<file path="config.mk">
export PLATFORM = sky130hd
export DESIGN_NAME = pulse_channel_sweep_envelope
export DESIGN_NICKNAME = d
export VERILOG_FILES = /design/src/sv/pcse_pkg.sv /design/src/sv/pulse_channel_sweep_envelope.sv
export SDC_FILE = /design/constraint.sdc
export NUM_CORES = 1
export LEC_CHECK = 0
export BUFFER_PORTS_ARGS = -buffer_cell sky130_fd_sc_hd__buf_4
export CORE_ASPECT_RATIO = 1.5
export CORE_MARGIN = 2
export CORE_UTILIZATION = 42
export CTS_BUF_LIST = sky130_fd_sc_hd__clkbuf_8 sky130_fd_sc_hd__clkbuf_16
export DETAILED_ROUTE_END_ITERATION = 7
export PLACE_DENSITY = 0.63
export SLEW_MARGIN = 20
export SYNTH_ARGS = -nofsm -noshare
export SYNTH_HDL_FRONTEND = slang
export SYNTH_SLANG_ARGS = --single-unit
</file>
<file path="constraint.sdc">
create_clock -name clk -period 9.16 [get_ports clk]
set_clock_uncertainty 0.1 [all_clocks]
set_input_delay 1.374 -clock clk [delete_from_list [all_inputs] [get_ports clk]]
set_output_delay 1.374 -clock clk [all_outputs]
set_load 0.01 [all_outputs]
</file>
<file path="src/sv/pcse_pkg.sv">
// ----------------------------------------------------------------------------
// pcse_pkg
// Shared types, register indexes, reset values and helpers for the pulse
// channel with frequency sweep and volume envelope.
// ----------------------------------------------------------------------------
`default_nettype none

package pcse_pkg;

  // Operation carried by one input transaction
  typedef enum logic [2:0] {
    FN_WRITE    = 3'd0,
    FN_READ     = 3'd1,
    FN_ADVANCE  = 3'd2,
    FN_LENGTH   = 3'd3,
    FN_ENVELOPE = 3'd4,
    FN_SWEEP    = 3'd5
  } pcse_func_t;

  // Register indexes
  localparam logic [2:0] REG_SWEEP  = 3'd0;
  localparam logic [2:0] REG_DUTY   = 3'd1;
  localparam logic [2:0] REG_ENV    = 3'd2;
  localparam logic [2:0] REG_PER_LO = 3'd3;
  localparam logic [2:0] REG_PER_HI = 3'd4;

  // Register reset values
  localparam logic [7:0] SWEEP_RST  = 8'h80;
  localparam logic [7:0] DUTY_RST   = 8'hBF;
  localparam logic [7:0] ENV_RST    = 8'hF3;
  localparam logic [7:0] PER_LO_RST = 8'h00;
  localparam logic [7:0] PER_HI_RST = 8'hBF;

  localparam logic [6:0] LENGTH_END = 7'd64;
  localparam logic [3:0] VOL_MAX    = 4'd15;

  // Waveform bit for a duty setting and a step position
  function automatic logic pcse_duty_bit(input logic [1:0] duty, input logic [2:0] pos);
    logic [7:0] pattern;
    begin
      unique case (duty)
        2'd0: pattern = 8'b1111_0000;
        2'd1: pattern = 8'b1111_1000;
        2'd2: pattern = 8'b0011_1100;
        default: pattern = 8'b0000_1111;
      endcase
      return pattern[pos];
    end
  endfunction

  // Timer reload: (2048 - period) * 4
  function automatic logic [13:0] pcse_reload(input logic [10:0] period);
    logic [11:0] span;
    begin
      span = 12'd2048 - {1'b0, period};
      return {span, 2'b00};
    end
  endfunction

endpackage : pcse_pkg

`default_nettype wire

</file>
<file path="src/sv/pulse_channel_sweep_envelope.sv">
// ----------------------------------------------------------------------------
// pulse_channel_sweep_envelope
// Square-wave sound channel: register file, trigger, frequency timer, duty
// step, length counter, volume envelope and frequency sweep.
// ----------------------------------------------------------------------------
//
//  channel | direction | tdata (low bit up)                          | tuser
//  --------+-----------+---------------------------------------------+------
//  in_     | slave     | reg_select[2:0] write_value[10:3]           | func
//          |           | cycle_count[18:11], zero pad [23:19]        |
//  out_    | master    | read_value[7:0] sample_level[11:8]          | -
//          |           | channel_on[12] dac_on[13], zero pad [15:14] |
//
//  One transaction per clock while the output is not stalled. An accepted
//  transaction sits in the input register; the channel state updates and the
//  result is captured when it moves to the output register.
//  rst_n (synchronous, active low) empties both registers and loads the
//  register file and channel state with their power-up values.
//  A stalled output holds the input register; the input accepts again as
//  soon as the input register is empty or moving on.
//
`default_nettype none

module pulse_channel_sweep_envelope (
  input  wire                      clk,
  input  wire                      rst_n,
  input  wire                      in_tvalid,
  output logic                     in_tready,
  input  wire  [23:0]              in_tdata,   // reg_select, write_value, cycle_count
  input  wire  pcse_pkg::pcse_func_t in_tuser, // func
  output logic                     out_tvalid,
  input  wire                      out_tready,
  output logic [15:0]              out_tdata   // read_value, sample_level, channel_on, dac_on
);
  import pcse_pkg::*;

  // Input register
  logic        in_valid_r;
  pcse_func_t  func_r;
  logic [2:0]  sel_r;
  logic [7:0]  wval_r;
  logic [7:0]  cyc_r;

  // Output register
  logic        out_valid_r;
  logic [15:0] out_data_r;
  logic [15:0] out_data_nxt;

  // Channel state
  logic [7:0]  sweep_r, duty_r, env_r, per_lo_r, per_hi_r;
  logic [7:0]  sweep_nxt, duty_nxt, env_nxt, per_lo_nxt, per_hi_nxt;
  logic        en_r, dac_r, en_nxt, dac_nxt;
  logic [6:0]  len_r, len_nxt;
  logic [2:0]  env_pace_r, env_pace_nxt;
  logic [2:0]  env_cnt_r, env_cnt_nxt;
  logic        env_rise_r, env_rise_nxt;
  logic [3:0]  vol_r, vol_nxt;
  logic [13:0] freq_cnt_r, freq_cnt_nxt;
  logic [2:0]  duty_pos_r, duty_pos_nxt;
  logic [2:0]  sweep_cnt_r, sweep_cnt_nxt;

  logic        advance;
  logic [10:0] period;
  logic [10:0] delta;
  logic [11:0] sweep_sum;
  logic [7:0]  rd_val;
  logic [3:0]  sample;

  // Pipeline moves when the output slot is free or being drained
  assign advance    = !out_valid_r || out_tready;
  assign in_tready  = !in_valid_r || advance;
  assign out_tvalid = out_valid_r;
  assign out_tdata  = out_data_r;

  assign period    = {per_hi_r[2:0], per_lo_r};
  assign delta     = period >> sweep_r[2:0];
  assign sweep_sum = {1'b0, period} + {1'b0, delta};

  always_comb begin
    sweep_nxt     = sweep_r;
    duty_nxt      = duty_r;
    env_nxt       = env_r;
    per_lo_nxt    = per_lo_r;
    per_hi_nxt    = per_hi_r;
    en_nxt        = en_r;
    dac_nxt       = dac_r;
    len_nxt       = len_r;
    env_pace_nxt  = env_pace_r;
    env_cnt_nxt   = env_cnt_r;
    env_rise_nxt  = env_rise_r;
    vol_nxt       = vol_r;
    freq_cnt_nxt  = freq_cnt_r;
    duty_pos_nxt  = duty_pos_r;
    sweep_cnt_nxt = sweep_cnt_r;
    rd_val        = 8'd0;

    unique case (func_r)
      FN_WRITE: begin
        unique case (sel_r)
          REG_SWEEP:  sweep_nxt  = wval_r;
          REG_DUTY:   duty_nxt   = wval_r;
          REG_ENV:    env_nxt    = wval_r;
          REG_PER_LO: per_lo_nxt = wval_r;
          REG_PER_HI: begin
            per_hi_nxt = wval_r;
            // Trigger: DAC off when the envelope's upper five bits are clear
            if (wval_r[7]) begin
              if (env_r[7:3] == 5'd0) begin
                dac_nxt = 1'b0;
                en_nxt  = 1'b0;
              end else begin
                dac_nxt       = 1'b1;
                en_nxt        = 1'b1;
                len_nxt       = {1'b0, duty_r[5:0]};
                env_pace_nxt  = env_r[2:0];
                env_cnt_nxt   = env_r[2:0];
                env_rise_nxt  = env_r[3];
                vol_nxt       = env_r[7:4];
                freq_cnt_nxt  = pcse_reload({wval_r[2:0], per_lo_r});
                duty_pos_nxt  = 3'd0;
                sweep_cnt_nxt = sweep_r[6:4];
              end
            end
          end
          default: ;
        endcase
      end
      FN_READ: begin
        unique case (sel_r)
          REG_SWEEP:  rd_val = sweep_r;
          REG_DUTY:   rd_val = duty_r;
          REG_ENV:    rd_val = env_r;
          REG_PER_LO: rd_val = per_lo_r;
          REG_PER_HI: rd_val = per_hi_r;
          default:    rd_val = 8'd0;
        endcase
      end
      FN_ADVANCE: begin
        if (en_r) begin
          if (freq_cnt_r <= {6'd0, cyc_r}) begin
            freq_cnt_nxt = pcse_reload(period);
            duty_pos_nxt = duty_pos_r + 3'd1;
          end else begin
            freq_cnt_nxt = freq_cnt_r - {6'd0, cyc_r};
          end
        end
      end
      FN_LENGTH: begin
        // Length counts only with the length-enable bit set
        if (per_hi_r[6] && (len_r < LENGTH_END)) begin
          len_nxt = len_r + 7'd1;
          if (len_nxt == LENGTH_END) begin
            en_nxt = 1'b0;
          end
        end
      end
      FN_ENVELOPE: begin
        if (env_pace_r != 3'd0) begin
          if (env_cnt_r <= 3'd1) begin
            env_cnt_nxt = env_pace_r;
            if (env_rise_r) begin
              if (vol_r < VOL_MAX) vol_nxt = vol_r + 4'd1;
            end else begin
              if (vol_r != 4'd0) vol_nxt = vol_r - 4'd1;
            end
          end else begin
            env_cnt_nxt = env_cnt_r - 3'd1;
          end
        end
      end
      FN_SWEEP: begin
        if ((sweep_r[6:4] != 3'd0) && en_r) begin
          if (sweep_cnt_r > 3'd1) begin
            sweep_cnt_nxt = sweep_cnt_r - 3'd1;
          end else begin
            sweep_cnt_nxt = sweep_r[6:4];
            if (!sweep_r[3]) begin
              // Add: overflow past the 11-bit period shuts the channel
              if (sweep_sum[11]) begin
                en_nxt = 1'b0;
              end else begin
                per_lo_nxt = sweep_sum[7:0];
                per_hi_nxt = {per_hi_r[7:3], sweep_sum[10:8]};
              end
            end else begin
              {per_hi_nxt[2:0], per_lo_nxt} = period - delta;
            end
          end
        end
      end
      default: ;
    endcase

    // Sample reflects the state after this transaction
    sample = 4'd0;
    if (dac_nxt && en_nxt && pcse_duty_bit(duty_nxt[7:6], duty_pos_nxt)) begin
      sample = vol_nxt;
    end
    out_data_nxt = {2'b00, dac_nxt, en_nxt, sample, rd_val};
  end

  // Input register
  always_ff @(posedge clk) begin
    if (!rst_n) begin
      in_valid_r <= 1'b0;
    end else if (in_tready) begin
      in_valid_r <= in_tvalid;
    end
    if (in_tready && in_tvalid) begin
      func_r <= in_tuser;
      sel_r  <= in_tdata[2:0];
      wval_r <= in_tdata[10:3];
      cyc_r  <= in_tdata[18:11];
    end
  end

  // Output register
  always_ff @(posedge clk) begin
    if (!rst_n) begin
      out_valid_r <= 1'b0;
    end else if (advance) begin
      out_valid_r <= in_valid_r;
    end
    if (advance && in_valid_r) begin
      out_data_r <= out_data_nxt;
    end
  end

  // Channel state: commit when a transaction leaves the input register
  always_ff @(posedge clk) begin
    if (!rst_n) begin
      sweep_r     <= SWEEP_RST;
      duty_r      <= DUTY_RST;
      env_r       <= ENV_RST;
      per_lo_r    <= PER_LO_RST;
      per_hi_r    <= PER_HI_RST;
      en_r        <= 1'b0;
      dac_r       <= 1'b0;
      len_r       <= 7'd0;
      env_pace_r  <= 3'd0;
      env_cnt_r   <= 3'd0;
      env_rise_r  <= 1'b0;
      vol_r       <= 4'd0;
      freq_cnt_r  <= 14'd0;
      duty_pos_r  <= 3'd0;
      sweep_cnt_r <= 3'd0;
    end else if (advance && in_valid_r) begin
      sweep_r     <= sweep_nxt;
      duty_r      <= duty_nxt;
      env_r       <= env_nxt;
      per_lo_r    <= per_lo_nxt;
      per_hi_r    <= per_hi_nxt;
      en_r        <= en_nxt;
      dac_r       <= dac_nxt;
      len_r       <= len_nxt;
      env_pace_r  <= env_pace_nxt;
      env_cnt_r   <= env_cnt_nxt;
      env_rise_r  <= env_rise_nxt;
      vol_r       <= vol_nxt;
      freq_cnt_r  <= freq_cnt_nxt;
      duty_pos_r  <= duty_pos_nxt;
      sweep_cnt_r <= sweep_cnt_nxt;
    end
  end

endmodule : pulse_channel_sweep_envelope

`default_nettype wire
</file>
* Word level (Yosys, flattened, before mapping)
Cells that the tools add are included.
** Storage, ports and cells
- Word-level logic and storage cells :: 170
- Output and inout bits :: 18
- Bits in registers :: 118
** Cells by class
- Add/sub/neg operators :: 11
- Shifts and indexed selects :: 1
- Reductions and logical operators :: 32
- Equality and inequality tests :: 22
- Magnitude comparators :: 6
- Multiplexer cells :: 70
- Bitwise logic cells :: 2
** Operators with widths (count)
- $mux 8 :: 10
- $mux 14 :: 5
- $mux 3 :: 17
- $pmux 8 s5 :: 1
- $reduce_and 6->1 :: 6
- $mux 4 :: 8
- $pmux 8 s2 :: 2
- $mux 7 :: 4
- $pmux 14 s2 :: 1
- $pmux 8 s3 :: 1
- $sub 12x11->12 const A :: 2
- $ne 2x2->1 const B :: 9
- $pmux 3 s2 :: 3
- $le 14x8->1 :: 1
- $pmux 7 s2 :: 1
- $sub 14x8->14 :: 1
- $mux 1 :: 13
- $add 11x11->12 :: 1
- $eq 3x2->1 const B :: 4
- $shr 11x3->11 :: 1
- $sub 11x11->11 :: 1
- $eq 3x3->1 const B :: 3
- $reduce_and 3->1 :: 3
- $pmux 4 s2 :: 1
- other kinds (30) :: 45

* Longest topological paths before layout
- Depth after elaboration :: 9
- Depth in mapped cells :: 17

* Worst setup path before layout
OpenSTA, ideal clock, no wires.
- Path kind :: reg-to-reg
- Start :: register sweep_r[1]
- End :: register per_hi_r[2]
- Setup slack :: 5.492 ns
- Arrival :: 3.448 ns
- Clock period less this slack :: 3.668 ns
- Data required time :: 8.940 ns
- Buffers on the path :: 2
- Stages on the path, launching flop included :: 17
- Library setup time :: 0.120 ns
- Cells stage by stage :: dfxtp_1 -> clkbuf_1 -> buf_1 -> mux2i_1 -> a21oi_1 -> mux2_2 -> ha_1 -> inv_1 -> fa_1 -> o21ba_2 -> or3_1 -> a31o_2 -> o31a_1 -> xnor2_1 -> nor3_1 -> a311oi_1 -> a211o_1
** On the way
- Longest elaborated chain between the ends :: 7
- Elaborated cells between the ends (all ways) :: 10
- Classes of those cells :: add/sub (2); eq/ne (1); shift (1); mux (5); reduce/logical (1)
** Ends and longest elaborated chain
- start, declared :: line pulse_channel_sweep_envelope.sv:50 : logic [7:0] sweep_r, duty_r, env_r, per_lo_r, per_hi_r;
- start signal, assigned :: line pulse_channel_sweep_envelope.sv:248 : sweep_r <= sweep_nxt;
- $shr 11x3->11 * :: line pulse_channel_sweep_envelope.sv:76 : assign delta = period >> sweep_r[2:0];
- $add 11x11->12 :: line pulse_channel_sweep_envelope.sv:77 : assign sweep_sum = {1'b0, period} + {1'b0, delta};
- $mux 3 :: line pulse_channel_sweep_envelope.sv:179 : if (sweep_sum[11]) begin
- $mux 3 :: line pulse_channel_sweep_envelope.sv:177 : if (!sweep_r[3]) begin
- $mux 8 :: line pulse_channel_sweep_envelope.sv:173 : if (sweep_cnt_r > 3'd1) begin
- $mux 8 :: line pulse_channel_sweep_envelope.sv:172 : if ((sweep_r[6:4] != 3'd0) && en_r) begin
- $pmux 8 s2 :: line pulse_channel_sweep_envelope.sv:97 : unique case (func_r)
- end signal, assigned :: line pulse_channel_sweep_envelope.sv:252 : per_hi_r <= per_hi_nxt;
- end, declared :: line pulse_channel_sweep_envelope.sv:50
Every way passes the cells marked *; elsewhere a longest branch is shown, timed or not. The select of a mux whose other input is x is not followed.
A chain may end at the register's enable or synchronous reset.

* Worst setup path after layout
- Start :: register sweep_r[1]
- End :: register per_lo_r[6]
** On the way
- Longest elaborated chain between the ends :: 7
- Elaborated cells between the ends (all ways) :: 10
- Classes of those cells :: add/sub (2); eq/ne (1); shift (1); mux (5); reduce/logical (1)
** Ends and longest elaborated chain
- $shr 11x3->11 * :: line pulse_channel_sweep_envelope.sv:76
- $add 11x11->12 :: line pulse_channel_sweep_envelope.sv:77
- $mux 8 :: line pulse_channel_sweep_envelope.sv:179
- $mux 8 :: line pulse_channel_sweep_envelope.sv:177
- $mux 8 :: line pulse_channel_sweep_envelope.sv:173
- $mux 8 :: line pulse_channel_sweep_envelope.sv:172
- $pmux 8 s2 :: line pulse_channel_sweep_envelope.sv:97
- end signal, assigned :: line pulse_channel_sweep_envelope.sv:251 : per_lo_r <= per_lo_nxt;
- end, declared :: line pulse_channel_sweep_envelope.sv:50
Marked as above.

==> flow_summary_export.csv <==
group,metric,value,unit
setup_path,cpPeakStageDelay,0.73,ns
clock_tree,htree_levels,4,
synthesis,synth.distinct_cells,76,
grt,grtUsageTotal,0.212,
clock_tree,cts.repair.resized,0,
status,status,"finished, final reports clean",
sta,period_share,0.451,
floorplan,ioPinCount,49,
setup_path,worstPathMaxFanout,16,
synthesis,synthTopCellsByArea,"dfxtp_1, edfxtp_1, ha_1, mux2i_1, nor2_1",
synthesis,ys_async_sr_fraction,0,
grt,grt_pass1_vias,6351,
floorplan,die_area,19300,µm²
synthesis,syn_avg_cell_area,8.54,µm²
finish,nFillCells,1730,
setup_path,cpMostUsedCell,"mux2i_1",
sta,rsz0062_at_grt,"no",
clock_tree,cts_setup_buffers,0,
pwr,combinationalPowerShare,0.071,
setup_path,cp_num_buf_inv,0,
floorplan,initial_utilization,0.427,
synthesis,synthCells,894,
setup_path,cp.required,9.33,ns
finish,num-nets-final,975,
detailed_routing,avgRoutedWirePerCell,17.7,µm
pwr,pwr-share-seq,0.432,
pwr,clkPwrFrac,0.498,
finish,multi_input_area,4510,µm²
setup_path,cp_top_family,"compound AO/OA/AOI/OAI gates",
detailed_routing,drt-initial-drc-count,401,
detailed_routing,final_antenna_net_count,0,
place,port_buffers,41,
synthesis,ys_warn_count,0,
finish,final_layout_size_suffix_gt1_frac,0.123,
finish,mostFrequentLayoutCell,"nor2_1",
synthesis,synth.cell_area,7630,µm²
detailed_routing,via_per_inst,5.85,
clock_tree,cts_tree,"built",
floorplan,fp.coreArea,17900,µm²
setup_path,cpMaxStageDelayCell,"dfxtp_1",
setup_path,cp-start-kind,"register",
sta,final.setup.tns,0,ns
sta,finalCriticalPeriod,4.13,ns
clock_tree,root_buffer,"clkbuf_16",
pwr,power.total,0.00132,W
sta,holdWs,0.368,ns
pwr,leakage,3.48,nW
clock_tree,insertion_delay,0.42,ns
synthesis,ys_seq_area_frac,0.357,
floorplan,num_rows,60,
clock_tree,numClockSinks,118,
grt,grt_overflow,0,
pwr,p_per_area,153,nW/µm²
worst_hold_path,hp-class,"reg -> reg",
setup_path,cp.arrival,4.31,ns
grt,grt_pass1_wl,32.1,mm
finish,final_cell_mix,"nor2_1, dfxtp_1, nand2_1",
synthesis,synth_largest_area_cell,"dfxtp_1",
detailed_routing,vias,6617,
setup_path,worstPathCellList,"mux2_2 > mux2i_1 > nand2_1 > o21ai_0 > ha_1 > nand2b_1 > a221o_1 > a211oi_1 > o21ai_1 > nand3_1 > a21o_1 > mux2i_1 > nor2_1",
sta,setup_violations,0,
setup_path,critPathKind,"reg -> reg",
job,cap_viol_max_count,0,
detailed_routing,routed_wl,20.1,mm
finish,diodes,0,
floorplan,die_w,114,µm
grt,antenna_found_initial,0,
pwr,vdd_ir_drop_max,103,µV
place,gp_congestion,0.880,
finish,ff_latch_area,2720,µm²
synthesis,synthFlopType,"dfxtp_1",
detailed_routing,remaining_drc_errors,0,
sta,tightestPinTransition,1.05,ns
sta,fmax,0.242,GHz
pwr,cellInternalPower,0.000985,W
sta,slew_viol_final,0,
synthesis,synth_edf_count,36,
sta,max_slew_margin,0.303,
grt,grt_max_degree,56,
setup_path,end_kind,"register",
synthesis,synth-seq-cells,118,
pwr,p_sw_frac,0.251,
clock_tree,cts_made_buffers,17,
floorplan,die_h,169,µm
place,dpl.hpwl,14.7,mm
pwr,p_switching,0.000331,W
finish,area_growth,12.9,%
detailed_routing,drt_pre_antenna_iters,5,
clock_tree,cts_buffer_depth,2,
clock_tree,clkTransAtPathRegs,0.06,ns
synthesis,synth_top_area_share,0.215,
clock_tree,ctsHoldBuffers,0,
sta,final-hold-violation-count,0,
## registers in the layout, indices dropped and copies added (netlist names)
name,cells
vol_r,4
duty_r,8
cyc_r,8
sweep_cnt_r,3
env_r,8
in_valid_r,1
duty_pos_r,3
out_tvalid,1
wval_r,8
sel_r,3
sweep_r,8
per_lo_r,8
func_r,3
env_pace_r,3
dac_r,1
env_rise_r,1
en_r,1
out_tdata,14
per_hi_r,8
len_r,7
env_cnt_r,3
freq_cnt_r,14
## cells by family after synthesis
| family | after synthesis | synth area share |
|---|---|---|
| compound gates | 238 | 0.209 |
| xor+xnor | 26 | 0.0298 |
| fa+ha+maj | 43 | 0.0734 |
| buf+inv | 105 | 0.0531 |
| flops | 118 | 0.357 |
| mux | 54 | 0.0780 |
| other cells | 1 | 0.000491 |
| simple gates | 309 | 0.200 |
## worst min-delay path, stage by stage (launching register included)
cell and delay, ns:
dfxtp_1 0.31, nand2_1 0.05, a21oi_1 0.05
## worst paths after layout
path | from | endpoint | slack, ns | cells past startpoint
worst max register to register | sweep_r[1] | per_lo_r[6] | 5.03 | 13
worst min-delay path | freq_cnt_r[2] | freq_cnt_r[2] | 0.37 | 2
worst max-delay path | sweep_r[1] | per_lo_r[6] | 5.03 | 13
worst min register to register | freq_cnt_r[2] | freq_cnt_r[2] | 0.37 | 2
## synthesized netlist by cell type, types with 8 or more instances
| master | number |
|---|---|
| nor2b_1 | 11 |
| nor3_1 | 26 |
| a21oi_1 | 60 |
| inv_1 | 44 |
| clkbuf_1 | 50 |
| a211oi_1 | 19 |
| ha_1 | 40 |
| nand2b_1 | 10 |
| mux2i_1 | 37 |
| a22oi_1 | 22 |
| mux2_2 | 13 |
| o22ai_1 | 9 |
| and2_1 | 13 |
| xnor2_1 | 23 |
| edfxtp_1 | 36 |
| o21ai_0 | 46 |
| nand2_1 | 78 |
| nand3_1 | 30 |
| dfxtp_1 | 82 |
| a31oi_1 | 8 |
| nor2_1 | 90 |
## stage by stage
| stage | setup slack, ns | std cells | util | instance area, µm² |
|---|---|---|---|---|
| 2_1_floorplan | 5.49 | 895 | - | 7640 |
| 3_3_place_gp | 5.15 | 1099 | 0.449 | 8030 |
| 3_5_place_dp | 5.08 | 1099 | 0.449 | 8030 |
| 4_1_cts | 5.03 | 1131 | 0.482 | 8620 |
| 5_1_grt | 4.72 | 1131 | 0.482 | 8620 |
| 6_report | 5.03 | 1131 | 0.482 | 8620 |
## area by class of cell
cell class,instances,area share
clock buffer,20,0.0581
clock inverter,12,0.0105
inverter,44,0.0192
multi-input combinational,672,0.523
sequential,118,0.316
tap,217,0.0315
timing repair buffer,48,0.0418
## power by group through the flow
stage	sequential (W)	clock, W	combinational (W)
2_1_floorplan	0.000569	0	0.0000678
3_3_place_gp	0.000579	0	0.0000915
3_5_place_dp	0.000579	0	0.0000925
4_1_cts	0.000568	0.000663	0.0000927
5_1_grt	0.000569	0.000686	0.000102
6_report	0.000568	0.000655	0.0000929
## routing by layer
layer,vias up,global-route usage,part of all wire
li1,3269,-,-
met1,3159,0.241,0.41
met2,145,0.383,0.52
met3,44,0.0369,0.041
met4,0,0.0965,0.032
met5,-,0,0
(Power assumes the default switching activity.)
